[src/hw/rtl/adr_pkg.sv]
// Shared types, constants and register map of the affine disk rasterizer.
package adr_pkg;

    // Fixed widths of the register and channel fields.
    localparam int REG_W       = 32;
    localparam int RADIUS_W    = 63;
    localparam int PIXEL_W     = 32;
    localparam int CFG_INDEX_W = 4;
    localparam int CFG_DATA_W  = 64;

    // A coordinate plus a step, wide enough for any coordinate width up to REG_W.
    localparam int ACC_SUM_W   = REG_W + 1;
    // Width at which the squared distance and the squared radius are compared.
    localparam int DIST_CMP_W  = 64;

    // Defaults for the top-level parameters.
    localparam int COORD_WIDTH_DEF = 32;
    localparam int QUEUE_DEPTH_DEF = 4;

    // Reset values of the steps: one pixel is 1.0 in Q16.16.
    localparam logic [REG_W-1:0] COL_STEP_X_RST = 32'h0001_0000;
    localparam logic [REG_W-1:0] ROW_STEP_Y_RST = 32'h0001_0000;

    // Register indexes on the configuration channel.
    typedef enum logic [CFG_INDEX_W-1:0] {
        REG_ORIGIN_X       = 4'd0,
        REG_ORIGIN_Y       = 4'd1,
        REG_COL_STEP_X     = 4'd2,
        REG_COL_STEP_Y     = 4'd3,
        REG_ROW_STEP_X     = 4'd4,
        REG_ROW_STEP_Y     = 4'd5,
        REG_RADIUS_SQUARED = 4'd6,
        REG_INSIDE_VALUE   = 4'd7
    } reg_index_t;

    // Register file contents as seen by the front and back parts.
    typedef struct packed {
        logic [REG_W-1:0]    origin_x;
        logic [REG_W-1:0]    origin_y;
        logic [REG_W-1:0]    col_step_x;
        logic [REG_W-1:0]    col_step_y;
        logic [REG_W-1:0]    row_step_x;
        logic [REG_W-1:0]    row_step_y;
        logic [RADIUS_W-1:0] radius_squared;
        logic [PIXEL_W-1:0]  inside_value;
    } cfg_regs_t;

    // Scan phase within one row.
    typedef enum logic [1:0] {
        PH_BEFORE = 2'd0,
        PH_INSIDE = 2'd1,
        PH_AFTER  = 2'd2
    } phase_t;

    // Control flags that travel with a pixel through the back pipeline.
    typedef struct packed {
        logic valid;
        logic restart;
        logic sat;
    } stage_flags_t;

endpackage

[src/hw/rtl/adr_if.sv]


interface adr_cfg_if;
    import adr_pkg::*;
    logic                   valid;
    logic                   ready;
    logic [CFG_INDEX_W-1:0] index;
    logic [CFG_DATA_W-1:0]  data;

    modport source (output valid, output index, output data, input ready);
    modport sink (input valid, input index, input data, output ready);
endinterface

[src/hw/rtl/adr_cfg.sv]
// Configuration register file of the affine disk rasterizer.
module adr_cfg (
    input  logic              clk,
    input  logic              rst_n,
    adr_cfg_if.sink           cfg,
    output adr_pkg::cfg_regs_t cfg_regs
);
    import adr_pkg::*;

    cfg_regs_t regs_reg;
    cfg_regs_t regs_next;

    // Writes are always taken; unknown indexes are dropped.
    assign cfg.ready = 1'b1;
    assign cfg_regs  = regs_reg;

    // Register write decode.
    always_comb
    begin
        regs_next = regs_reg;
        if (cfg.valid)
        begin
            unique case (reg_index_t'(cfg.index))
                REG_ORIGIN_X:       regs_next.origin_x       = cfg.data[REG_W-1:0];
                REG_ORIGIN_Y:       regs_next.origin_y       = cfg.data[REG_W-1:0];
                REG_COL_STEP_X:     regs_next.col_step_x     = cfg.data[REG_W-1:0];
                REG_COL_STEP_Y:     regs_next.col_step_y     = cfg.data[REG_W-1:0];
                REG_ROW_STEP_X:     regs_next.row_step_x     = cfg.data[REG_W-1:0];
                REG_ROW_STEP_Y:     regs_next.row_step_y     = cfg.data[REG_W-1:0];
                REG_RADIUS_SQUARED: regs_next.radius_squared = cfg.data[RADIUS_W-1:0];
                REG_INSIDE_VALUE:   regs_next.inside_value   = cfg.data[PIXEL_W-1:0];
                default:            regs_next = regs_reg;
            endcase
        end
    end

    // Register storage with its reset values.
    always_ff @(posedge clk or negedge rst_n)
    begin
        if (!rst_n)
        begin
            regs_reg                <= '0;
            regs_reg.col_step_x     <= COL_STEP_X_RST;
            regs_reg.row_step_y     <= ROW_STEP_Y_RST;
        end
        else
        begin
            regs_reg <= regs_next;
        end
    end

endmodule

[src/flat_wrapper.sv]
// flat-port wrapper written by rule: the top's interface ports become plain ports
module adr_cfg_flat import adr_pkg::*;
  (clk, rst_n, cfg_regs, cfg_valid, cfg_index, cfg_data, cfg_ready);
  adr_cfg_if cfg_i ();
  input  logic clk;
  input  logic rst_n;
  output adr_pkg::cfg_regs_t cfg_regs;
  input wire logic [$bits(cfg_i.valid)-1:0] cfg_valid;
  input wire logic [$bits(cfg_i.index)-1:0] cfg_index;
  input wire logic [$bits(cfg_i.data)-1:0] cfg_data;
  output wire logic [$bits(cfg_i.ready)-1:0] cfg_ready;
  assign cfg_i.valid = cfg_valid;
  assign cfg_i.index = cfg_index;
  assign cfg_i.data = cfg_data;
  assign cfg_ready = cfg_i.ready;
  adr_cfg u_core (.clk(clk), .rst_n(rst_n), .cfg(cfg_i), .cfg_regs(cfg_regs));
endmodule
[config.mk]
export PLATFORM = sky130hd
export DESIGN_NAME = adr_cfg_flat
export DESIGN_NICKNAME = d
export VERILOG_FILES = /design/src/hw/rtl/adr_pkg.sv /design/src/hw/rtl/adr_if.sv /design/src/hw/rtl/adr_cfg.sv /design/src/flat_wrapper.sv
export SDC_FILE = /design/constraint.sdc
export NUM_CORES = 1
export LEC_CHECK = 0
export BUFFER_PORTS_ARGS = -buffer_cell sky130_fd_sc_hd__buf_2
export CORE_ASPECT_RATIO = 2
export CORE_MARGIN = 5
export CORE_UTILIZATION = 45
export CTS_CLUSTER_DIAMETER = 80
export DETAILED_ROUTE_END_ITERATION = 12
export PLACE_DENSITY = 0.69
export SLEW_MARGIN = 20
export SYNTH_ARGS = -nofsm -noshare
export SYNTH_HDL_FRONTEND = slang
export SYNTH_SLANG_ARGS = --single-unit
[constraint.sdc]
create_clock -name clk -period 2 [get_ports clk]
set_clock_uncertainty 0.15 [all_clocks]
set_input_delay 0.4 -clock clk [delete_from_list [all_inputs] [get_ports clk]]
set_output_delay 0.4 -clock clk [all_outputs]
set_load 0.03 [all_outputs]
Word level (Yosys, flattened, before mapping)
Index checks and enable logic that the tools add are counted.
{ "classes": {"eq_ne": 7, "n_reduce_logical": 9} }
{ "op_table": {"columns": ["cell", "n"], "rows": [
  ["equality test 4 x 3 -> 1 bit, second input constant", 4],
  ["AND reduction 2 bit", 8],
  ["equality test 4 x 2 -> 1 bit, second input constant", 2],
  ["equality test 4 x 1 -> 1 bit, second input constant", 1],
  ["zero test 4 bit", 1]
]} }
{ "totals": {"regBits": 287, "out_inout_bits": 288} }

Depth between registers and ports, before layout
{ "depth": {"word_depth": 2, "mapped_depth": 5} }

Least setup slack after synthesis
Ideal clock, no wire load.
{ "synth_timing": {"path_type": "input -> register", "from": "in cfg_index[0]", "to": "reg u_core.regs_reg (netlist bit u_core.cfg_regs[192])", "setup_time_ns": 0.125, "arrival_ns": 1.500, "required_ns": 1.725, "path_slack_ns": 0.225, "path_stages": 4, "path_cell_list": "or4_1 buf_2 buf_6 mux2_4"} }
{ "synth_between": {"elab_chain_cells": 2} }
{ "synth_lines": {"columns": ["element", "line_no", "source"], "rows": [
  ["start, declared", "flat_wrapper.sv:9", "input wire logic [$bits(cfg_i.index)-1:0] cfg_index;"],
  ["equality test 4 x 2 -> 1 bit", "adr_cfg.sv:23", "unique case (reg_index_t'(cfg.index))"],
  ["AND reduction 2 bit (no line)", null, null],
  ["end signal, assigned", "adr_cfg.sv:48", "regs_reg <= regs_next;"],
  ["end, declared", "adr_cfg.sv:10", "cfg_regs_t regs_reg;"]
]} }
No other way between the ends.
A chain may end at the register's enable or synchronous reset.

Final worst setup path
{ "layout_timing": {"from": "reg u_core.regs_reg (netlist bit u_core.cfg_regs[207])", "to": "out cfg_regs[207] (netlist bit)"} }
{ "layout_lines": {"columns": ["element", "line_no", "source"], "rows": [
  ["end, declared", "flat_wrapper.sv:7", "output adr_pkg::cfg_regs_t cfg_regs;"]
]} }
No word-level cell between the ends.

==> metrics <==
period utilization 90.6%; row cnt 80; min Tclk post-route roughly 1.8 ns; GRT Total Usage a little over a fifth; ANT nets after route 0; max reg flops roughly 290; worst-skew pair later-pin latency between 0.5 and 0.6 ns; register clock-pin slew on the reported worst setup and hold paths ~0.06 ns; CP Buf/Inv Count 1; root buffer cell clkbuf_16; DP Worst Slack -0.0669 ns; Netlist cell types 18; Synth area leader dfrtp_1; cells after synthesis between 600 and 700; RSZ-0062 raised after global routing no; top_reg_cell synth dfrtp_1; CP startpoint u_core.cfg_regs[207]$_DFFE_PN1P_; Slowest cell on crit path dfstp_2; cell with the most instances after synthesis dfrtp_1; DRT Pass-1 Iters 4; Vias slightly below 7,000; status finished clean; post-synthesis sequential area ratio between 60% and 70%; initial antenna violation count 0; maximum vdd ir drop between 0.8 and 0.9 mV; slowest stage delay, CP 0.54 ns; hold_ws between 0.04 and 0.05 ns; Leak a little over 7 nW; Setup Buffers After CTS 0; CP Capture Type output port; CTS H-Tree Depth 1; post_cts resized 0; die area between 20,000 and 30,000 µm²; # DRC 0; fin worst setup slack between 0.15 and 0.2 ns; crit-path cells buf_2; pin count of the biggest net entering global routing 48; Synth top area share between 60 and 70%; DPL Wire Length approximately 21,000 µm; Yosys reg bits 287; layout cells sized above 1 between 60% and 70%; placed cell area about 13,000 µm²; CP Max Fanout 2; Area Overhead vs Synth 32.7%; Sink Count about 290; worst reg2reg path startpoint u_core.cfg_regs[156]$_DFFE_PN0P_; Total Neg Setup Slack 0 ns; Die Y-Extent ~230 µm; GP Congestion ~0.75; routed wire length per instance 21.9 µm; fmax about 550 MHz; Crit path depth 1; dominant cells by area after synthesis dfrtp_1 (66%), mux2_2 (26%), mux2_4 (4.2%); Mapped Nets between 600 and 700; gr ovfl total 0; FF-to-FF End u_core.cfg_regs[156]$_DFFE_PN0P_; clock buffer depth 3; Hold Buf Count CTS 32; syn_area_per_cell about 17 µm²; number of synthesized flops with an enable pin 0; final cell count without fillers approximately 1,300; Finish-stage setup viols 0; fin area around 14,000 µm²; n_diodes 0; Num CTS Buffers 25; r2r setup slk about 1.1 ns; pins over their slew limit 0; input/output buffers 356; via/cell ratio 5.10; Worst Path Arrival around 1.3 ns; DP Cell Count around 1,300; asr flop ratio synth between 90% and 100%; Initial Utilization 45.5%; delay-heaviest family, CP flip-flops; max cap viols 0; CP required about 1.5 ns; chip width approximately 120 µm; # IOs ~360; R2R depth 1; drt total wl 29,300 µm; fin util 60.4%; Yosys warnings 0; vias in the first global route 7,528; WS Path Type reg2out; Pwr Density about 1300 nW/µm²; first-pass GRT wire length between 40,000 and 50,000 µm; area of the mapped netlist ~11,000 µm²; Setup crit end cfg_regs[207]; final hold violations 0; crit path launch type register; most frequent cells after synthesis dfrtp_1 (285), mux2_2 (252), mux2_4 (30); core box area ~24,000 µm²; worst hold-check path type in2reg; Layout Nets 1,106; Initial DRC Count between 300 and 400; Tot Pwr 18.8 mW; CTS tree built
-- cells by family (layout without fill, tap and decap cells) --
logic type             after synthesis  in the layout  synth area share, %
muxes                              287            287                 31.0
buffers and inverters               32            465                 1.65
DFF                                287            287                 66.6
and+or+nand+nor                     14             14                0.754
other                                1              1               0.0347
-- cell usage in the layout (no fill, tap or decap), drive strengths merged --
cell type and instances:
nand3b 1, nand2 2, dfrtp 285, nor3 1
buf 387, bufinv 1, inv 1, clkinv 3
mux2 287, nand2b 4, clkbuf 41, nand3 1
conb 1, nor2 3, nor3b 1, dfstp 2
or4 1, dlygate4sd3 32
-- layout make-up --
type | count | area (µm²)
Sequential cell | 287 | 7180
Fill cell | 1894 | 9400
Multi-Input combinational cell | 302 | 3470
Clock inverter | 5 | 53.8
Timing Repair Buffer | 419 | 2530
Clock buffer | 41 | 726
Tap cell | 287 | 359
-- layer usage --
layer  GRT usage, %  vias to the layer above  part of all wire, %
met2           39.7                      238                   55
met1           23.9                     3517                   35
met5              0                        -                    0
met3           3.80                       54                  5.4
met4           8.86                        0                  4.0
li1               -                     3028                    -
-- worst min-delay path by stage --
stage / start / endpoint / slack [ns] / cells after the start
CTS: cfg_data[18] / u_core.cfg_regs[177]$_DFFE_PN0P_ / 0.02 / 2
global route: cfg_data[2] / u_core.cfg_regs[129]$_DFFE_PN0P_ / 0.04 / 2
floorplan: rst_n / u_core.cfg_regs[0]$_DFFE_PN0P_ / -0.05 / 0
global placement: rst_n / u_core.cfg_regs[139]$_DFFE_PN0P_ / 0.19 / 1
detailed placement: rst_n / u_core.cfg_regs[44]$_DFFE_PN0P_ / 0.18 / 1
finish: cfg_data[2] / u_core.cfg_regs[129]$_DFFE_PN0P_ / 0.05 / 2
-- where the power goes --
group          switching [mW]  internal [mW]  leakage (nW)  total (mW)
Combinational            4.17           2.11          3.35        6.28
Sequential              0.663           7.16          3.52        7.83
Clock                    2.06           2.61         0.381        4.67
Total                    6.89           11.9          7.24        18.8
Note: power is estimated with default switching activity, not from simulation.
