<file path="src/hw/rtl/adr_pkg.sv">
// Shared types, constants and register map of the affine disk rasterizer.
package adr_pkg;

    // Fixed widths of the register and channel fields.
    localparam int REG_W       = 32;
    localparam int RADIUS_W    = 63;
    localparam int PIXEL_W     = 32;
    localparam int CFG_INDEX_W = 4;
    localparam int CFG_DATA_W  = 64;

    // A coordinate plus a step, wide enough for any coordinate width up to REG_W.
    localparam int ACC_SUM_W   = REG_W + 1;
    // Width at which the squared distance and the squared radius are compared.
    localparam int DIST_CMP_W  = 64;

    // Defaults for the top-level parameters.
    localparam int COORD_WIDTH_DEF = 32;
    localparam int QUEUE_DEPTH_DEF = 4;

    // Reset values of the steps: one pixel is 1.0 in Q16.16.
    localparam logic [REG_W-1:0] COL_STEP_X_RST = 32'h0001_0000;
    localparam logic [REG_W-1:0] ROW_STEP_Y_RST = 32'h0001_0000;

    // Register indexes on the configuration channel.
    typedef enum logic [CFG_INDEX_W-1:0] {
        REG_ORIGIN_X       = 4'd0,
        REG_ORIGIN_Y       = 4'd1,
        REG_COL_STEP_X     = 4'd2,
        REG_COL_STEP_Y     = 4'd3,
        REG_ROW_STEP_X     = 4'd4,
        REG_ROW_STEP_Y     = 4'd5,
        REG_RADIUS_SQUARED = 4'd6,
        REG_INSIDE_VALUE   = 4'd7
    } reg_index_t;

    // Register file contents as seen by the front and back parts.
    typedef struct packed {
        logic [REG_W-1:0]    origin_x;
        logic [REG_W-1:0]    origin_y;
        logic [REG_W-1:0]    col_step_x;
        logic [REG_W-1:0]    col_step_y;
        logic [REG_W-1:0]    row_step_x;
        logic [REG_W-1:0]    row_step_y;
        logic [RADIUS_W-1:0] radius_squared;
        logic [PIXEL_W-1:0]  inside_value;
    } cfg_regs_t;

    // Scan phase within one row.
    typedef enum logic [1:0] {
        PH_BEFORE = 2'd0,
        PH_INSIDE = 2'd1,
        PH_AFTER  = 2'd2
    } phase_t;

    // Control flags that travel with a pixel through the back pipeline.
    typedef struct packed {
        logic valid;
        logic restart;
        logic sat;
    } stage_flags_t;

endpackage

</file>
<file path="src/hw/rtl/adr_if.sv">


interface adr_pix_out_if;
    import adr_pkg::*;
    logic               valid;
    logic               ready;
    logic [PIXEL_W-1:0] pixel_value;
    logic               is_inside;
    logic               coord_saturated;

    modport source (output valid, output pixel_value, output is_inside,
                    output coord_saturated, input ready);
    modport sink (input valid, input pixel_value, input is_inside,
                  input coord_saturated, output ready);
endinterface


</file>
<file path="src/hw/rtl/adr_back.sv">
// Back part: squares, distance sum, row phase tracking and the output register.
module adr_back #(
    parameter int COORD_WIDTH = adr_pkg::COORD_WIDTH_DEF
) (
    input  logic                     clk,
    input  logic                     rst_n,
    input  adr_pkg::cfg_regs_t       cfg_regs,
    input  logic                     head_valid,
    input  logic [2*COORD_WIDTH+1:0] head_data,
    output logic                     pop,
    adr_pix_out_if.source            pix_out
);
    import adr_pkg::*;

    localparam int DIST_W = 2 * COORD_WIDTH;

    logic                    adv;
    logic                    head_restart;
    logic                    head_sat;
    logic [COORD_WIDTH-1:0]  head_x;
    logic [COORD_WIDTH-1:0]  head_y;
    logic [COORD_WIDTH-1:0]  mag_x;
    logic [COORD_WIDTH-1:0]  mag_y;

    stage_flags_t            s1_reg, s2_reg, s3_reg;
    logic [COORD_WIDTH-1:0]  s1_mag_x_reg, s1_mag_y_reg;
    logic [DIST_W-1:0]       s2_sq_x_reg, s2_sq_y_reg;
    logic [DIST_W-1:0]       s3_dist_reg;

    phase_t                  phase_reg, phase_next, phase_start;
    logic                    dist_lt, dist_le;
    logic                    inside_now;
    logic [DIST_CMP_W-1:0]   dist_ext, radius_ext;

    logic                    out_valid_reg;
    logic [PIXEL_W-1:0]      pixel_value_reg;
    logic                    is_inside_reg;
    logic                    coord_sat_reg;

    // The whole pipeline moves when the output slot is free or being taken.
    assign adv = !out_valid_reg || pix_out.ready;
    assign pop = adv && head_valid;

    assign {head_restart, head_sat, head_x, head_y} = head_data;

    // Absolute values; the most negative code maps to its unsigned magnitude.
    assign mag_x = head_x[COORD_WIDTH-1] ? (~head_x + 1'b1) : head_x;
    assign mag_y = head_y[COORD_WIDTH-1] ? (~head_y + 1'b1) : head_y;

    // Pipeline valid and flag registers.
    always_ff @(posedge clk or negedge rst_n)
    begin
        if (!rst_n)
        begin
            s1_reg <= '0;
            s2_reg <= '0;
            s3_reg <= '0;
        end
        else if (adv)
        begin
            s1_reg <= '{valid: head_valid, restart: head_restart, sat: head_sat};
            s2_reg <= s1_reg;
            s3_reg <= s2_reg;
        end
    end

    // Magnitude, square and sum stages.
    always_ff @(posedge clk)
    begin
        if (adv)
        begin
            s1_mag_x_reg <= mag_x;
            s1_mag_y_reg <= mag_y;
            s2_sq_x_reg  <= DIST_W'(s1_mag_x_reg) * DIST_W'(s1_mag_x_reg);
            s2_sq_y_reg  <= DIST_W'(s1_mag_y_reg) * DIST_W'(s1_mag_y_reg);
            s3_dist_reg  <= s2_sq_x_reg + s2_sq_y_reg;
        end
    end

    // Distance against the squared radius.
    assign dist_ext    = DIST_CMP_W'(s3_dist_reg);
    assign radius_ext  = DIST_CMP_W'(cfg_regs.radius_squared);
    assign dist_lt     = dist_ext < radius_ext;
    assign dist_le     = dist_ext <= radius_ext;
    assign phase_start = s3_reg.restart ? PH_BEFORE : phase_reg;

    // Next phase; a boundary point moves from before straight to after, skipping inside.
    always_comb
    begin
        unique case (phase_start)
            PH_BEFORE: phase_next = dist_le ? (dist_lt ? PH_INSIDE : PH_AFTER) : PH_BEFORE;
            PH_INSIDE: phase_next = dist_lt ? PH_INSIDE : PH_AFTER;
            PH_AFTER:  phase_next = PH_AFTER;
            default:   phase_next = PH_BEFORE;
        endcase
    end

    // Inside decision for the current pixel.
    always_comb
    begin
        unique case (phase_start)
            PH_BEFORE: inside_now = dist_lt;
            PH_INSIDE: inside_now = dist_lt;
            PH_AFTER:  inside_now = 1'b0;
            default:   inside_now = 1'b0;
        endcase
    end

    // Phase register and output valid.
    always_ff @(posedge clk or negedge rst_n)
    begin
        if (!rst_n)
        begin
            phase_reg     <= PH_BEFORE;
            out_valid_reg <= 1'b0;
        end
        else if (adv)
        begin
            out_valid_reg <= s3_reg.valid;
            if (s3_reg.valid)
                phase_reg <= phase_next;
        end
    end

    // Output payload register.
    always_ff @(posedge clk)
    begin
        if (adv && s3_reg.valid)
        begin
            pixel_value_reg <= inside_now ? cfg_regs.inside_value : '0;
            is_inside_reg   <= inside_now;
            coord_sat_reg   <= s3_reg.sat;
        end
    end

    assign pix_out.valid           = out_valid_reg;
    assign pix_out.pixel_value     = pixel_value_reg;
    assign pix_out.is_inside       = is_inside_reg;
    assign pix_out.coord_saturated = coord_sat_reg;

endmodule

</file>
<file path="src/flat_wrapper.sv">
// flat-port wrapper written by rule: the top's interface ports become plain ports
module adr_back_flat import adr_pkg::*;
#(
    parameter int COORD_WIDTH = adr_pkg::COORD_WIDTH_DEF
)
  (clk, rst_n, cfg_regs, head_valid, head_data, pop, pix_out_valid, pix_out_pixel_value, pix_out_is_inside, pix_out_coord_saturated, pix_out_ready);
  adr_pix_out_if pix_out_i ();
  input  logic clk;
  input  logic rst_n;
  input  adr_pkg::cfg_regs_t cfg_regs;
  input  logic head_valid;
  input  logic [2*COORD_WIDTH+1:0] head_data;
  output logic pop;
  output wire logic [$bits(pix_out_i.valid)-1:0] pix_out_valid;
  output wire logic [$bits(pix_out_i.pixel_value)-1:0] pix_out_pixel_value;
  output wire logic [$bits(pix_out_i.is_inside)-1:0] pix_out_is_inside;
  output wire logic [$bits(pix_out_i.coord_saturated)-1:0] pix_out_coord_saturated;
  input wire logic [$bits(pix_out_i.ready)-1:0] pix_out_ready;
  assign pix_out_valid = pix_out_i.valid;
  assign pix_out_pixel_value = pix_out_i.pixel_value;
  assign pix_out_is_inside = pix_out_i.is_inside;
  assign pix_out_coord_saturated = pix_out_i.coord_saturated;
  assign pix_out_i.ready = pix_out_ready;
  adr_back #(.COORD_WIDTH(COORD_WIDTH)) u_core (.clk(clk), .rst_n(rst_n), .cfg_regs(cfg_regs), .head_valid(head_valid), .head_data(head_data), .pop(pop), .pix_out(pix_out_i));
endmodule
</file>
<file path="config.mk">
export PLATFORM = sky130hd
export DESIGN_NAME = adr_back_flat
export DESIGN_NICKNAME = d
export VERILOG_FILES = /design/src/hw/rtl/adr_pkg.sv /design/src/hw/rtl/adr_if.sv /design/src/hw/rtl/adr_back.sv /design/src/flat_wrapper.sv
export SDC_FILE = /design/constraint.sdc
export NUM_CORES = 2
export LEC_CHECK = 0
export BUFFER_PORTS_ARGS = -buffer_cell sky130_fd_sc_hd__buf_2
export CAP_MARGIN = 20
export CORE_MARGIN = 2
export CORE_UTILIZATION = 55
export DETAILED_ROUTE_END_ITERATION = 8
export PLACE_DENSITY = 0.72
export SKIP_CTS_REPAIR_TIMING = 1
export SYNTH_ARGS = -nofsm -noshare
export SYNTH_HDL_FRONTEND = slang
export SYNTH_SLANG_ARGS = --single-unit
</file>
<file path="constraint.sdc">
create_clock -name clk -period 10 [get_ports clk]
set_input_delay 0 -clock clk [delete_from_list [all_inputs] [get_ports clk]]
set_output_delay 0 -clock clk [all_outputs]
set_load 0.01 [all_outputs]
</file>
==> After elaboration in Yosys (flattened, before gate mapping) <==
Cells that the tools add are included.
{ "totals": {"ff_bits": 302, "input_bits": 357, "output_inout_bits": 36, "word_cells": 46} }
{ "op_classes": {"add_sub_neg": 3, "mul": 2, "order_cmp": 2, "eq_ne": 2, "n_mux": 7, "bitwise_logic": 2, "n_reduce_logical": 7} }
{ "ops": {"columns": ["operator", "n"], "rows": [
  ["$mul 32x32->64", 2],
  ["$add 32x1->32 const B", 2],
  ["$add 64x64->64", 1],
  ["$le 64x63->1", 1],
  ["$lt 64x63->1", 1],
  ["$not 32->32", 2],
  ["$mux 31", 2],
  ["$mux 2", 3],
  ["$pmux 2 s3", 1],
  ["$eq 2x1->1 const B", 1],
  ["$eq 2x2->1 const B", 1],
  ["$logic_and 1x1->1", 2],
  ["$logic_not 2->1", 1],
  ["$reduce_and 2->1", 1],
  ["$reduce_or 2->1", 1],
  ["$logic_not 1->1", 1],
  ["$logic_or 1x1->1", 1],
  ["$mux 1", 1]
]} }

==> Logic depth before layout (Yosys ltp) <==
{ "logic_depth": {"word_depth": 4, "depth_mapped": 30, "mapped_depth_nobuf": 27} }

==> Worst setup path before layout <==
OpenSTA, ideal clock, no wires.
{ "synth_path": {"kind": "register -> register", "from": "register u_core.out_valid_reg (netlist: u_core.pix_out.valid)", "to": "register u_core.s2_reg[0] (netlist bit)", "setup_time_ns": 0.103, "arrival_ns": 8.703, "required_time_ns": 9.897, "slack_ns": 1.194, "stages_incl_launch_ff": 4, "path_buffers": 1, "period_less_slack_ns": 8.806, "cell_sequence": "dfrtp_1 nand2b_1 clkbuf_1 mux2_2"} }
{ "synth_via": {"elab_chain_cells": 2} }
{ "synth_lines": {"columns": ["item", "line_no", "rtl"], "rows": [
  ["start: declaration", "adr_back.sv:35", "logic out_valid_reg;"],
  ["start signal: assignment", "adr_back.sv:119", "out_valid_reg <= s3_reg.valid;"],
  ["$logic_not 1->1", "adr_back.sv:41", "assign adv = !out_valid_reg || pix_out.ready;"],
  ["$logic_or 1x1->1", "adr_back.sv:41", null],
  ["end signal: assignment", "adr_back.sv:62", "s2_reg <= s1_reg;"],
  ["end: declaration", "adr_back.sv:25", "stage_flags_t s1_reg, s2_reg, s3_reg;"]
]} }
No other way between the ends.
A chain may end at the register's enable or synchronous reset.

==> Final worst setup path <==
{ "layout_path": {"from": "register u_core.s1_mag_x_reg[24]", "to": "register u_core.s2_sq_x_reg[49], data pin"} }
{ "layout_via": {"elab_chain_cells": 1} }
{ "layout_lines": {"columns": ["item", "line_no", "rtl"], "rows": [
  ["start: declaration", "adr_back.sv:26", "logic [COORD_WIDTH-1:0] s1_mag_x_reg, s1_mag_y_reg;"],
  ["start signal: assignment", "adr_back.sv:72", "s1_mag_x_reg <= mag_x;"],
  ["$mul 32x32->64", "adr_back.sv:74", "s2_sq_x_reg <= DIST_W'(s1_mag_x_reg) * DIST_W'(s1_mag_x_reg);"],
  ["end signal: assignment", "adr_back.sv:74", null],
  ["end: declaration", "adr_back.sv:27", "logic [DIST_W-1:0] s2_sq_x_reg, s2_sq_y_reg;"]
]} }
No other way between the ends.

==> impl_metrics.ini <==
[outcome]
status = completed

[worst_hold_path]
hold_depth = 3
hold_path.class = in2reg

[timing]
finalWorstSetupSlack_ns = 0.893
finalCriticalPeriod_ns = 9.11
report.final.setup_viol = 0
hold_viol = 0
fmax_ghz = 0.110
fin_crit_sh = 0.911
fin_setup_tns_ns = 0
rsz0062_at_grt = no
drv_slew = 0
maxSlewHeadroom = 0.175
tightest_slew_ns = 1.24
skew_ns = 0.0632

[global_route]
grt_util_met1 = 0.362
busiest_layer = met2
grtUsageTotal = 0.277
grt_max_degree = 77
grt_pass1_vias = 56600
grt_pass1_wl_um = 296000
use_met2 = 0.465
gr-total-overflow = 0
antenna_found_initial = 3
met3_usage = 0.0454

[clock_network]
insertion_delay_ns = 0.64
path_clk_slew_ns = 0.06
numCtsBuffers = 38
cts_sinks = 300
cts_tree = done
cts.path.max_buffers = 3
clockRootBuffer = clkbuf_16
htree_num_levels = 2

[synthesis]
post_synth.cell_area_avg_um2 = 9.80
synth_edf_count = 288
synthTopCellsByCount = inv_1 (2037), fa_1 (1584), ha_1 (723)
async_flop_share = 0.0400
synth_area_mm2 = 0.0742
synth_top_area_frac = 0.428
ys_types = 86
synthFlopType = edfxtp_1
synth_nets = 10200
synth_most_common_cell = inv_1
ys_ff_latch = 300
synth_cells = 7566
yosys.area.top_type = fa_1
yosysSeqAreaShare = 0.121
synth_warnings = 0
synth.area.top_cells = fa_1 (43%), ha_1 (12%), edfxtp_1 (12%)

[die]
die_w_um = 371
start_util = 0.555
dieArea_mm2 = 0.138
num_rows = 134
io_pins = 393
die_h_um = 371
core_area_mm2 = 0.134

[drt]
first_pass_iters = 6
wire_per_inst_um = 19.2
viasPerCell = 5.45
drc = 0
drt_iter0_drc = 3537
routed_wl_um = 184000
ant_nets = 0
vias = 52200

[placement]
dp.cells = 9369
globalplace.congestion = 0.921
dp_slack_ns = 1.28
dp_hpwl_um = 151000
portBuffers = 200

[cells_and_area]
drive_above_1_share = 0.0548
fill_cells = 11100
largest_reg_flops = 64
num-nets-final = 10400
fin_cells = 9575
synthToLayoutAreaGrowth_pct = 7.53

[critical_path]
cp.required_ns = 10.36
path_class = reg2reg
cp_data_arrival_time_ns = 9.46
r2r_cells = 22
critPathCaptureType = flop
worst_setup_path_start_kind = flop
path_max_fanout = 15

[flow_run]
maxCapViolCount = 0
[per-stage QoR]
stage,util,area [um^2],hold WS (ns)
2_1_floorplan,-,74200,-0.296
3_3_place_gp,0.577,77100,-0.119
3_5_place_dp,0.577,77100,-0.111
4_1_cts,0.587,78400,-0.796
5_1_grt,0.597,79700,0.143
6_report,0.597,79700,0.129
[logic make-up (layout without fill, tap and decap cells)]
group | Yosys count | after routing | share of synthesized area
AO/OA/AOI/OAI | 754 | 754 | 0.0676
XOR/XNOR | 312 | 312 | 0.0368
adder cells (fa/ha/maj) | 2307 | 2307 | 0.550
buffers and inverters | 2303 | 2542 | 0.117
flip-flops | 300 | 300 | 0.121
multiplexers | 18 | 18 | 0.00263
other | 0 | 2 | 0
AND/OR/NAND/NOR | 1572 | 1572 | 0.106
[critical path, stage by stage (launching register included)]
cell and delay, ns:
edfxtp_1 0.98, inv_1 0.44, nor2_1 0.31, fa_1 0.48, fa_1 0.50, fa_1 0.51, inv_1 0.05, fa_1 0.47
inv_1 0.05, fa_1 0.48, fa_1 0.58, fa_1 0.44, fa_1 0.53, ha_1 0.45, nand4_1 0.13, or2_1 0.31
nor4_1 0.54, o21ai_0 0.41, nand4b_1 0.26, o211ai_1 0.28, and2_1 0.28, o21ai_1 0.24, a311oi_1 0.14
[per-layer routing]
| layer | vias to the layer above | part of all wire |
|---|---|---|
| met4 | 2 | 0.041 |
| li1 | 23400 | - |
| met3 | 429 | 0.078 |
| met5 | - | 0.00051 |
| met1 | 26400 | 0.39 |
| met2 | 1890 | 0.49 |
[worst paths after layout]
path | start | end | slack, ns
worst min register to register | u_core.s3_reg[0]$_DFFE_PN0N_ | u_core.pix_out.coord_saturated$_DFFE_PP_ | 0.45
min in group asynchronous | rst_n | u_core.phase_reg[1]$_DFFE_PN0P_ | 0.43
worst max-delay path | u_core.s1_mag_x_reg[24]$_DFFE_PN_ | u_core.s2_sq_x_reg[49]$_DFFE_PN_ | 0.89
worst max register to register | u_core.s1_mag_x_reg[24]$_DFFE_PN_ | u_core.s2_sq_x_reg[49]$_DFFE_PN_ | 0.89
max in group asynchronous | rst_n | u_core.s1_reg[1]$_DFFE_PN0N_ | 9.20
worst min-delay path | head_data[31] | u_core.s1_mag_y_reg[19]$_DFFE_PN_ | 0.13
[cell type report]
type | instances | area (um^2) | area share
multi-input combinational | 4963 | 56600 | 0.710
sequential | 300 | 8950 | 0.112
inverter | 2041 | 7660 | 0.0961
timing repair buffer | 433 | 3110 | 0.0390
tap | 1768 | 2210 | 0.0277
clock buffer | 45 | 1010 | 0.0126
clock inverter | 23 | 219 | 0.00275
antenna | 2 | 5.00 | 0.0000628
[layout by cell type, fill, tap and decap left out, drive strengths merged, types with 19 or more instances in the layout]
cell type	netlist	layout
a211oi	21	21
a21o	131	131
a21oi	210	210
a31o	26	26
a31oi	24	24
and2	501	501
and3	25	25
buf	7	297
clkbuf	255	45
dlygate4sd3	0	136
edfxtp	288	288
fa	1584	1584
ha	723	723
inv	2038	2045
nand2	618	618
nand3	46	46
nand4	51	51
nor2	173	173
nor2b	27	27
nor3	31	31
o21a	27	27
o21ai	132	132
o21bai	48	48
o31ai	20	20
or2	19	19
xnor2	198	198
xor2	114	114
Power is left out: the tool's default activity adds up to more than one toggle a clock period on the data nets, which glitch-free logic cannot reach.
