`config.mk`:
```
export PLATFORM = sky130hd
export DESIGN_NAME = adr_queue
export DESIGN_NICKNAME = d
export VERILOG_FILES = /design/src/hw/rtl/adr_pkg.sv /design/src/hw/rtl/adr_queue.sv
export SDC_FILE = /design/constraint.sdc
export NUM_CORES = 1
export LEC_CHECK = 0
export BUFFER_PORTS_ARGS = -buffer_cell sky130_fd_sc_hd__buf_2
export CORE_MARGIN = 2
export CORE_UTILIZATION = 55
export CTS_CLUSTER_SIZE = 24
export DETAILED_ROUTE_END_ITERATION = 16
export PLACE_DENSITY = 0.76
export SYNTH_ARGS = -nofsm -noshare
export SYNTH_HDL_FRONTEND = slang
export SYNTH_SLANG_ARGS = --single-unit
```
`constraint.sdc`:
```
create_clock -name clk -period 4.5 [get_ports clk]
set_clock_uncertainty 0.05 [all_clocks]
set_input_delay 0.225 -clock clk [delete_from_list [all_inputs] [get_ports clk]]
set_output_delay 0.225 -clock clk [all_outputs]
set_load 0.005 [all_outputs]
```
`src/hw/rtl/adr_pkg.sv`:
```
// Shared types, constants and register map of the affine disk rasterizer.
package adr_pkg;

    // Fixed widths of the register and channel fields.
    localparam int REG_W       = 32;
    localparam int RADIUS_W    = 63;
    localparam int PIXEL_W     = 32;
    localparam int CFG_INDEX_W = 4;
    localparam int CFG_DATA_W  = 64;

    // A coordinate plus a step, wide enough for any coordinate width up to REG_W.
    localparam int ACC_SUM_W   = REG_W + 1;
    // Width at which the squared distance and the squared radius are compared.
    localparam int DIST_CMP_W  = 64;

    // Defaults for the top-level parameters.
    localparam int COORD_WIDTH_DEF = 32;
    localparam int QUEUE_DEPTH_DEF = 4;

    // Reset values of the steps: one pixel is 1.0 in Q16.16.
    localparam logic [REG_W-1:0] COL_STEP_X_RST = 32'h0001_0000;
    localparam logic [REG_W-1:0] ROW_STEP_Y_RST = 32'h0001_0000;

    // Register indexes on the configuration channel.
    typedef enum logic [CFG_INDEX_W-1:0] {
        REG_ORIGIN_X       = 4'd0,
        REG_ORIGIN_Y       = 4'd1,
        REG_COL_STEP_X     = 4'd2,
        REG_COL_STEP_Y     = 4'd3,
        REG_ROW_STEP_X     = 4'd4,
        REG_ROW_STEP_Y     = 4'd5,
        REG_RADIUS_SQUARED = 4'd6,
        REG_INSIDE_VALUE   = 4'd7
    } reg_index_t;

    // Register file contents as seen by the front and back parts.
    typedef struct packed {
        logic [REG_W-1:0]    origin_x;
        logic [REG_W-1:0]    origin_y;
        logic [REG_W-1:0]    col_step_x;
        logic [REG_W-1:0]    col_step_y;
        logic [REG_W-1:0]    row_step_x;
        logic [REG_W-1:0]    row_step_y;
        logic [RADIUS_W-1:0] radius_squared;
        logic [PIXEL_W-1:0]  inside_value;
    } cfg_regs_t;

    // Scan phase within one row.
    typedef enum logic [1:0] {
        PH_BEFORE = 2'd0,
        PH_INSIDE = 2'd1,
        PH_AFTER  = 2'd2
    } phase_t;

    // Control flags that travel with a pixel through the back pipeline.
    typedef struct packed {
        logic valid;
        logic restart;
        logic sat;
    } stage_flags_t;

endpackage

```
`src/hw/rtl/adr_queue.sv`:
```
// Short first-in first-out queue between the front and back parts.
module adr_queue #(
    parameter int WIDTH = 66,
    parameter int DEPTH = adr_pkg::QUEUE_DEPTH_DEF
) (
    input  logic             clk,
    input  logic             rst_n,
    input  logic             push,
    input  logic [WIDTH-1:0] push_data,
    input  logic             pop,
    output logic             head_valid,
    output logic [WIDTH-1:0] head_data,
    output logic             full
);
    localparam int PTR_W = (DEPTH > 1) ? $clog2(DEPTH) : 1;
    localparam int CNT_W = $clog2(DEPTH + 1);

    logic [WIDTH-1:0] entries_reg [DEPTH];
    logic [PTR_W-1:0] wr_ptr_reg, wr_ptr_next;
    logic [PTR_W-1:0] rd_ptr_reg, rd_ptr_next;
    logic [CNT_W-1:0] count_reg, count_next;
    logic             do_push;
    logic             do_pop;

    assign full       = (count_reg == CNT_W'(DEPTH));
    assign head_valid = (count_reg != '0);
    assign head_data  = entries_reg[rd_ptr_reg];
    assign do_push    = push && !full;
    assign do_pop     = pop && head_valid;

    // Pointer and fill count update.
    always_comb
    begin
        wr_ptr_next = wr_ptr_reg;
        rd_ptr_next = rd_ptr_reg;
        count_next  = count_reg;
        if (do_push)
            wr_ptr_next = (wr_ptr_reg == PTR_W'(DEPTH - 1)) ? '0 : wr_ptr_reg + 1'b1;
        if (do_pop)
            rd_ptr_next = (rd_ptr_reg == PTR_W'(DEPTH - 1)) ? '0 : rd_ptr_reg + 1'b1;
        if (do_push && !do_pop)
            count_next = count_reg + 1'b1;
        else if (do_pop && !do_push)
            count_next = count_reg - 1'b1;
    end

    always_ff @(posedge clk or negedge rst_n)
    begin
        if (!rst_n)
        begin
            wr_ptr_reg <= '0;
            rd_ptr_reg <= '0;
            count_reg  <= '0;
        end
        else
        begin
            wr_ptr_reg <= wr_ptr_next;
            rd_ptr_reg <= rd_ptr_next;
            count_reg  <= count_next;
        end
    end

    // Entry storage.
    always_ff @(posedge clk)
    begin
        if (do_push)
            entries_reg[wr_ptr_reg] <= push_data;
    end

endmodule

```
; Yosys cells after proc, flatten, opt, wreduce, memory -nomap -nowiden
; Memory sizes are Yosys's and may differ from the RTL's.
; Index checks and enable logic that the tools add are counted.
[op_classes]
add_sub_neg = 4
eq_ne = 3
n_mux = 6
n_reduce_logical = 9
[ops]
columns = cell, count
row1 = $mux W3, 2
row2 = $add A2 B1 Y2 const B, 2
row3 = $eq A2 B2 Y1 const B, 2
row4 = $logic_and A1 B1 Y1, 4
row5 = $mux W2, 2
row6 = $add A3 B1 Y3 const B, 1
row7 = $eq A3 B3 Y1 const B, 1
row8 = $logic_not A1 Y1, 3
row9 = $reduce_bool A3 Y1, 1
row10 = $sub A3 B1 Y3 const B, 1
row11 = $mux W1, 2
row12 = $reduce_bool A2 Y1, 1
[totals]
reg_bits = 7
mem_bits_rw = 264
input_bits = 70
output_inout_bits = 68
word_cells = 26
mem_count = 1
[memory_table]
columns = name, depth, word_bits, rd, rd_ports_with_merged_regs, wr, line_no
row1 = entries_reg, 4, 66, 1, 0, 1, adr_queue.sv:18  ; logic [WIDTH-1:0] entries_reg [DEPTH];

; Depth between registers and ports, before layout
; Gate-level depths: netlist (run 1).
[logic_depth]
ltp_word = 7
depth_mapped = 9
mapped_depth_nobuf = 8

; Least setup slack after synthesis (run 1)
; Ideal clock, no wire load.
[synth_path]
path_type = reg2reg
start = register count_reg[2]
end = memory entries_reg[0][0] (enable)
setup_time_ps = 431
t_arrival_ps = 2373
t_required_ps = 4019
setup_slack_ps = 1646
stages_incl_launch_ff = 5
path_cell_list = dfrtp_1 -> nor3b_1 -> nor2b_1 -> buf_2 -> and2_1
[synth_via]
elab_chain_cells = 5
[synth_rtl]
columns = item, line_no
row1 = from (decl), adr_queue.sv:21  ; logic [CNT_W-1:0] count_reg, count_next;
row2 = from (signal assigned), adr_queue.sv:59  ; count_reg <= count_next;
row3 = $eq A3 B3 Y1, adr_queue.sv:25  ; assign full = (count_reg == CNT_W'(DEPTH));
row4 = via full, adr_queue.sv:13  ; output logic full
row5 = $logic_not A1 Y1, adr_queue.sv:28  ; assign do_push = push && !full;
row6 = $logic_and A1 B1 Y1, adr_queue.sv:28
row7 = via do_push, adr_queue.sv:22  ; logic do_push;
row8 = $mux W1, adr_queue.sv:66  ; if (do_push)
row9 = $mux W1 (implied by the code), adr_queue.sv:67  ; entries_reg[wr_ptr_reg] <= push_data;
row10 = to (decl), adr_queue.sv:18
; The timed path passes the listed nets, and every way through them passes these cells.

; Final worst setup path (run 1)
[layout_path]
start = register rd_ptr_reg[0]
end = output head_data[46]
[layout_via]
elab_chain_cells = 1
[layout_rtl]
columns = item, line_no
row1 = from (decl), adr_queue.sv:20  ; logic [PTR_W-1:0] rd_ptr_reg, rd_ptr_next;
row2 = from (signal assigned), adr_queue.sv:58  ; rd_ptr_reg <= rd_ptr_next;
row3 = $mem_v2 Z4 W66, n/a
row4 = to (decl), adr_queue.sv:12  ; output logic [WIDTH-1:0] head_data,
; No other way between the ends.

==> flow_summary.toml, run 1 <==
[outcome]
status = "completed"

[sta]
setup_ws_ns = 1.58
period_needed_ns = 2.92
worst_pin_slew_ns = 1.02
setup_viol = 0
hold_viol = 0
max_slew_margin_pct = 32.2
post-route-period-util_pct = 64.9
holdWs_ns = 0.0515
fin_setup_tns_ns = 0
grt_setup_unrepaired = "no"
slew_violations = 0
fmax_mhz = 342

[power]
power_density_nw_per_um2 = 608
max-vdd-ir-drop_v = 0.000442
p_leak_nw = 4.23

[worst_setup_path]
endpoint_kind = "primary output"
cp.arrival_ns = 2.65
start_kind = "flip-flop"
critPathKind = "reg2out"
cp.required_ns = 4.22
crit_fanout = 43

[yosys]
synth_cell_types = 21
yosys_warnings = 0
ys_ff_latch = 271
synth.cell_area_um2 = 9980
avgSynthCellArea_um2 = 26.1
synth_cells = 382
ys_seq_area_share_pct = 81.2
syn-num-nets = 459

[cts]
clk_path_buf_depth = 3
htree_levels = 1
clk-insertion-delay-late_ns = 0.50
tritoncts = "done"
cts_buffers = 25
clk_pin_slew_ns = 0.06
numClockSinks = 271
root_buffer = "clkbuf_16"

[run]
maxCapViolCount = 0

[die]
core-area_um2 = 17900
die_h_um = 139
io_pins = 138
num_rows = 49
die_w_um = 139
start_util_pct = 55.8
die-area_um2 = 19200

[final_layout]
seq_area_um2 = 8110
n_fill_cell = 1156
final_common_cell = "edfxtp_1"
drive_gt1_share_pct = 40.3
layout_common_cells = "edfxtp_1 (264), buf_2 (137), dlygate4sd3_1 (67)"
finalInstanceArea_um2 = 12200
largest_reg_flops = 264
antenna_cells = 0
multiInputGateArea_um2 = 1740
final_nets = 676
syn_to_final_growth_pct = 22.4

[placed_design]
gp_congestion = 0.709
port_buffers = 137
preCtsSetupSlack_ns = 1.97
dpl_cell_area_um2 = 10900
hpwl_mm = 9.99

[detailed_routing]
first_iter_violations = 386
avgRoutedWirePerCell_um = 21.2
drcViolationCount = 0
ant_nets = 0
viasPerCell = 5.52
wirelength_mm = 17.9
first_pass_iters = 4
dr_total_vias = 4662

[grt]
track_usage_pct = 18.9
grt_pass1_wl_mm = 28.2
grt.overflow.total = 0
antenna_found_initial = 0
grt_start_max_net_pins = 69
grt_pass1_vias = 4990

[worst_hold_path]
hp-class = "in2async"
## per-layer routing
| layer | wire, um | global-route usage, % | part of all wire [%] | vias up |
|---|---|---|---|---|
| met5 | 0 | 0 | 0 | - |
| met4 | 388 | 5.64 | 2.2 | 0 |
| met3 | 1050 | 3.38 | 5.9 | 28 |
| met2 | 8800 | 30.4 | 49 | 157 |
| met1 | 7660 | 27.2 | 43 | 2413 |
| li1 | - | - | - | 2064 |
## where the power goes
group          switching, W  total, W  internal, W  leakage [nW]
registers          0.000359   0.00370      0.00335          2.50
logic              0.000837   0.00188      0.00104          1.38
clock network      0.000831   0.00185      0.00101         0.350
total               0.00203   0.00743      0.00540          4.23
## repair_timing
action,4_1_cts,5_1_grt
hold buffers,67,0
endpoints found under the hold margin,271,0
setup buffers,0,0
resized for setup,0,0
endpoints found under the setup margin,0,0
## metrics by stage
step / utilization (%) / instances / power [W]
5_1_grt: 68.3 / 844 / 0.00780
2_1_floorplan: - / 382 / 0.00490
4_1_cts: 68.3 / 844 / 0.00752
3_3_place_gp: 60.6 / 734 / 0.00557
6_report: 68.3 / 844 / 0.00743
3_5_place_dp: 60.6 / 734 / 0.00563
## Yosys cell counts
cell      count  area (um2)
inv_1         3        11.3
mux2_4        2        30.0
mux2_2        3        33.8
ha_1          6        75.1
buf_4         4        30.0
mux4_2       66        1490
or3_1         1        6.26
buf_1         3        11.3
and2_1        4        25.0
nor2b_1       1        6.26
xnor2_1       1        8.76
buf_12        3        60.1
buf_2         5        25.0
fa_1          1        20.0
dfrtp_1       7         175
buf_6         1        11.3
xor2_1        2        17.5
edfxtp_1    264        7930
nand2_1       1        3.75
nor3b_1       1        7.51
nor2_1        3        11.3
## kinds of logic after synthesis
| kind of cell | Yosys count | synth area share [%] |
|---|---|---|
| DFF | 271 | 81.2 |
| muxes | 71 | 15.5 |
| buffers and inverters | 19 | 1.49 |
| and+or+nand+nor | 11 | 0.602 |
| adders and majority gates | 7 | 0.952 |
| xor gates and xnor gates | 3 | 0.263 |
## critical path: stages, from the launching register on
cell and delay, ns:
dfrtp_4 0.97, buf_4 0.44, mux4_2 0.56, buf_2 0.15
## final timing paths
check                      slack (ns)  cells after the start           from                 end
max in group asynchronous        4.14                      2          rst_n       rd_ptr_reg[1]
setup reg to reg                 1.94                      3   count_reg[2]  entries_reg[1][63]
min in group clk                 0.16                      3            pop       rd_ptr_reg[1]
setup / recovery                 1.58                      3  rd_ptr_reg[0]       head_data[46]
hold / removal                   0.05                      2          rst_n        count_reg[2]
hold reg to reg                  0.45                      1   count_reg[2]        count_reg[2]
## final cells by class
cell class | instances | area share (%)
repair buffers | 206 | 11.2
multi-input cells | 92 | 14.2
inverters | 3 | 0.0921
clock buffers | 31 | 5.30
well taps | 229 | 2.34
clock inverters | 12 | 0.440
flip-flops and latches | 271 | 66.4
No activity file was read; power rests on OpenSTA's default activity.
==> run 2: changes to the inputs <==
==> constraint.sdc (replaced) <==
create_clock -name clk -period 2.8 [get_ports clk]
set_clock_uncertainty 0.05 [all_clocks]
set_input_delay 0.14 -clock clk [delete_from_list [all_inputs] [get_ports clk]]
set_output_delay 0.14 -clock clk [all_outputs]
set_load 0.005 [all_outputs]
==> run 2 against run 1 <==
  * Hold slack better by 0.032 ns
  * Final cell count is 2.5% higher
  * Cell area is 2.7% higher
  * Worst setup slack worse by 1.2 ns
  * Die area stayed put
  * Critical path type unchanged
  * Largest cell class unchanged
  * Largest power group unchanged
==> flow_summary.toml, run 2 (same netlist as run 1, synthesis figures left out) <==
[detailed_routing]
first_iter_violations = 319
dr_total_vias = 4791
drcViolationCount = 0
wirelength_mm = 18.4
viasPerCell = 5.54
ant_nets = 0
avgRoutedWirePerCell_um = 21.3
first_pass_iters = 4

[die]
num_rows = 49
start_util_pct = 55.8
die_w_um = 139
core-area_um2 = 17900
io_pins = 138
die-area_um2 = 19200
die_h_um = 139

[sta]
fin_setup_tns_ns = 0
slew_violations = 0
hold_viol = 0
post-route-period-util_pct = 88.1
setup_viol = 0
period_needed_ns = 2.47
grt_setup_unrepaired = "no"
worst_pin_slew_ns = 0.992
max_slew_margin_pct = 33.8
fmax_mhz = 405

[final_layout]
drive_gt1_share_pct = 41.5
finalInstanceArea_um2 = 12600
multiInputGateArea_um2 = 1740
seq_area_um2 = 8110
layout_common_cells = "edfxtp_1 (264), buf_2 (137), dlygate4sd3_1 (69)"
largest_reg_flops = 264
syn_to_final_growth_pct = 25.7
n_fill_cell = 1104
final_common_cell = "edfxtp_1"
final_nets = 692

[power]
p_sw_w = 0.00336
p_leak_nw = 4.37
p_seq_share_pct = 46.8
p_int_w = 0.00915
clock_power_share_pct = 26.9
swShare_pct = 26.8
power_density_nw_per_um2 = 996
combPwrFrac_pct = 26.3
max-vdd-ir-drop_v = 0.000791

[cts]
clk_path_buf_depth = 3
clk_pin_slew_ns = 0.06
numClockSinks = 271
htree_levels = 1
root_buffer = "clkbuf_16"
tritoncts = "done"
clk-insertion-delay-late_ns = 0.54
post-cts-setup-buffers = 0
cts_buffers = 26

[placed_design]
gp_congestion = 0.729
hpwl_mm = 10.9
dpl_cell_area_um2 = 11000
port_buffers = 137

[worst_setup_path]
reg2reg_depth = 8
cp.required_ns = 2.61
critPathKind = "reg2out"
crit_fanout = 28
endpoint_kind = "primary output"
start_kind = "flip-flop"
cp.arrival_ns = 2.28

[worst_hold_path]
hp-class = "in2reg"
hold_depth = 4

[outcome]
status = "completed"

[grt]
grt_pass1_wl_mm = 28.8
antenna_found_initial = 1
grt_start_max_net_pins = 69
grt.overflow.total = 0
grt_pass1_vias = 5150
track_usage_pct = 19.5

[run]
maxCapViolCount = 0
==> run 2: changes by cell type in the layout (fill, tap and decap cells not counted), sizes merged <==
cell / delta
diode: +2
clkinvlp: +2
bufinv: +2
buf: +13
dlygate4sd3: +2
clkbuf: +5
clkinv: -5
==> run 2: routing by layer <==
layer / global-route usage (%) / up-vias / routed length, um
met4: 6.86 / 0 / 496
met1: 25.8 / 2493 / 7390
met3: 4.45 / 36 / 1150
met5: 0 / - / 0
met2: 32.7 / 164 / 9370
li1: - / 2098 / -
==> run 2: stage by stage <==
stage          std cells  power [W]  setup WS [ns]  util [%]  hold slack, ns
2_1_floorplan        382    0.00784          0.667         -          -0.206
4_1_cts              863     0.0127          0.261      70.1          0.0703
3_5_place_dp         747    0.00923          0.607      61.6         -0.0681
6_report             865     0.0125          0.333      70.1          0.0832
5_1_grt              863     0.0131          0.172      70.1           0.105
3_3_place_gp         747    0.00912          0.685      61.6         -0.0744
==> run 2: worst max-delay path, stage by stage (launching register included) <==
cell and delay, ns:
dfrtp_4 0.74, buf_12 0.31, mux4_2 0.56, buf_2 0.15
==> run 2: cell type report <==
cell class | instances | area share [%]
clock inverters | 11 | 0.907
diodes | 2 | 0.0399
well taps | 229 | 2.28
repair buffers | 221 | 12.5
clock buffers | 36 | 5.72
inverters | 3 | 0.0897
flip-flops and latches | 271 | 64.6
multi-input cells | 92 | 13.9
==> run 2: path summary, 6_finish.rpt <==
check / startpoint / endpoint / slack [ns]
min in group asynchronous: rst_n / count_reg[2] / 0.50
max in group asynchronous: rst_n / rd_ptr_reg[0] / 1.91
max: rd_ptr_reg[0] / head_data[60] / 0.33
min reg2reg: count_reg[2] / count_reg[2] / 0.46
max reg2reg: count_reg[0] / count_reg[2] / 0.61
min: push / wr_ptr_reg[0] / 0.08
==> run 2: power by group through the flow <==
stage               sequential, W  combinational, W  clock [W]
detailed placement        0.00596           0.00327          0
CTS                       0.00588           0.00337    0.00342
finish                    0.00586           0.00329    0.00336
floorplan                 0.00558           0.00226          0
global placement          0.00590           0.00322          0
global route              0.00595           0.00356    0.00359
==> run 2: what timing repair did <==
item,CTS,global route
hold buffers,69,0
endpoints found under the hold margin,272,0
resized for setup,0,0
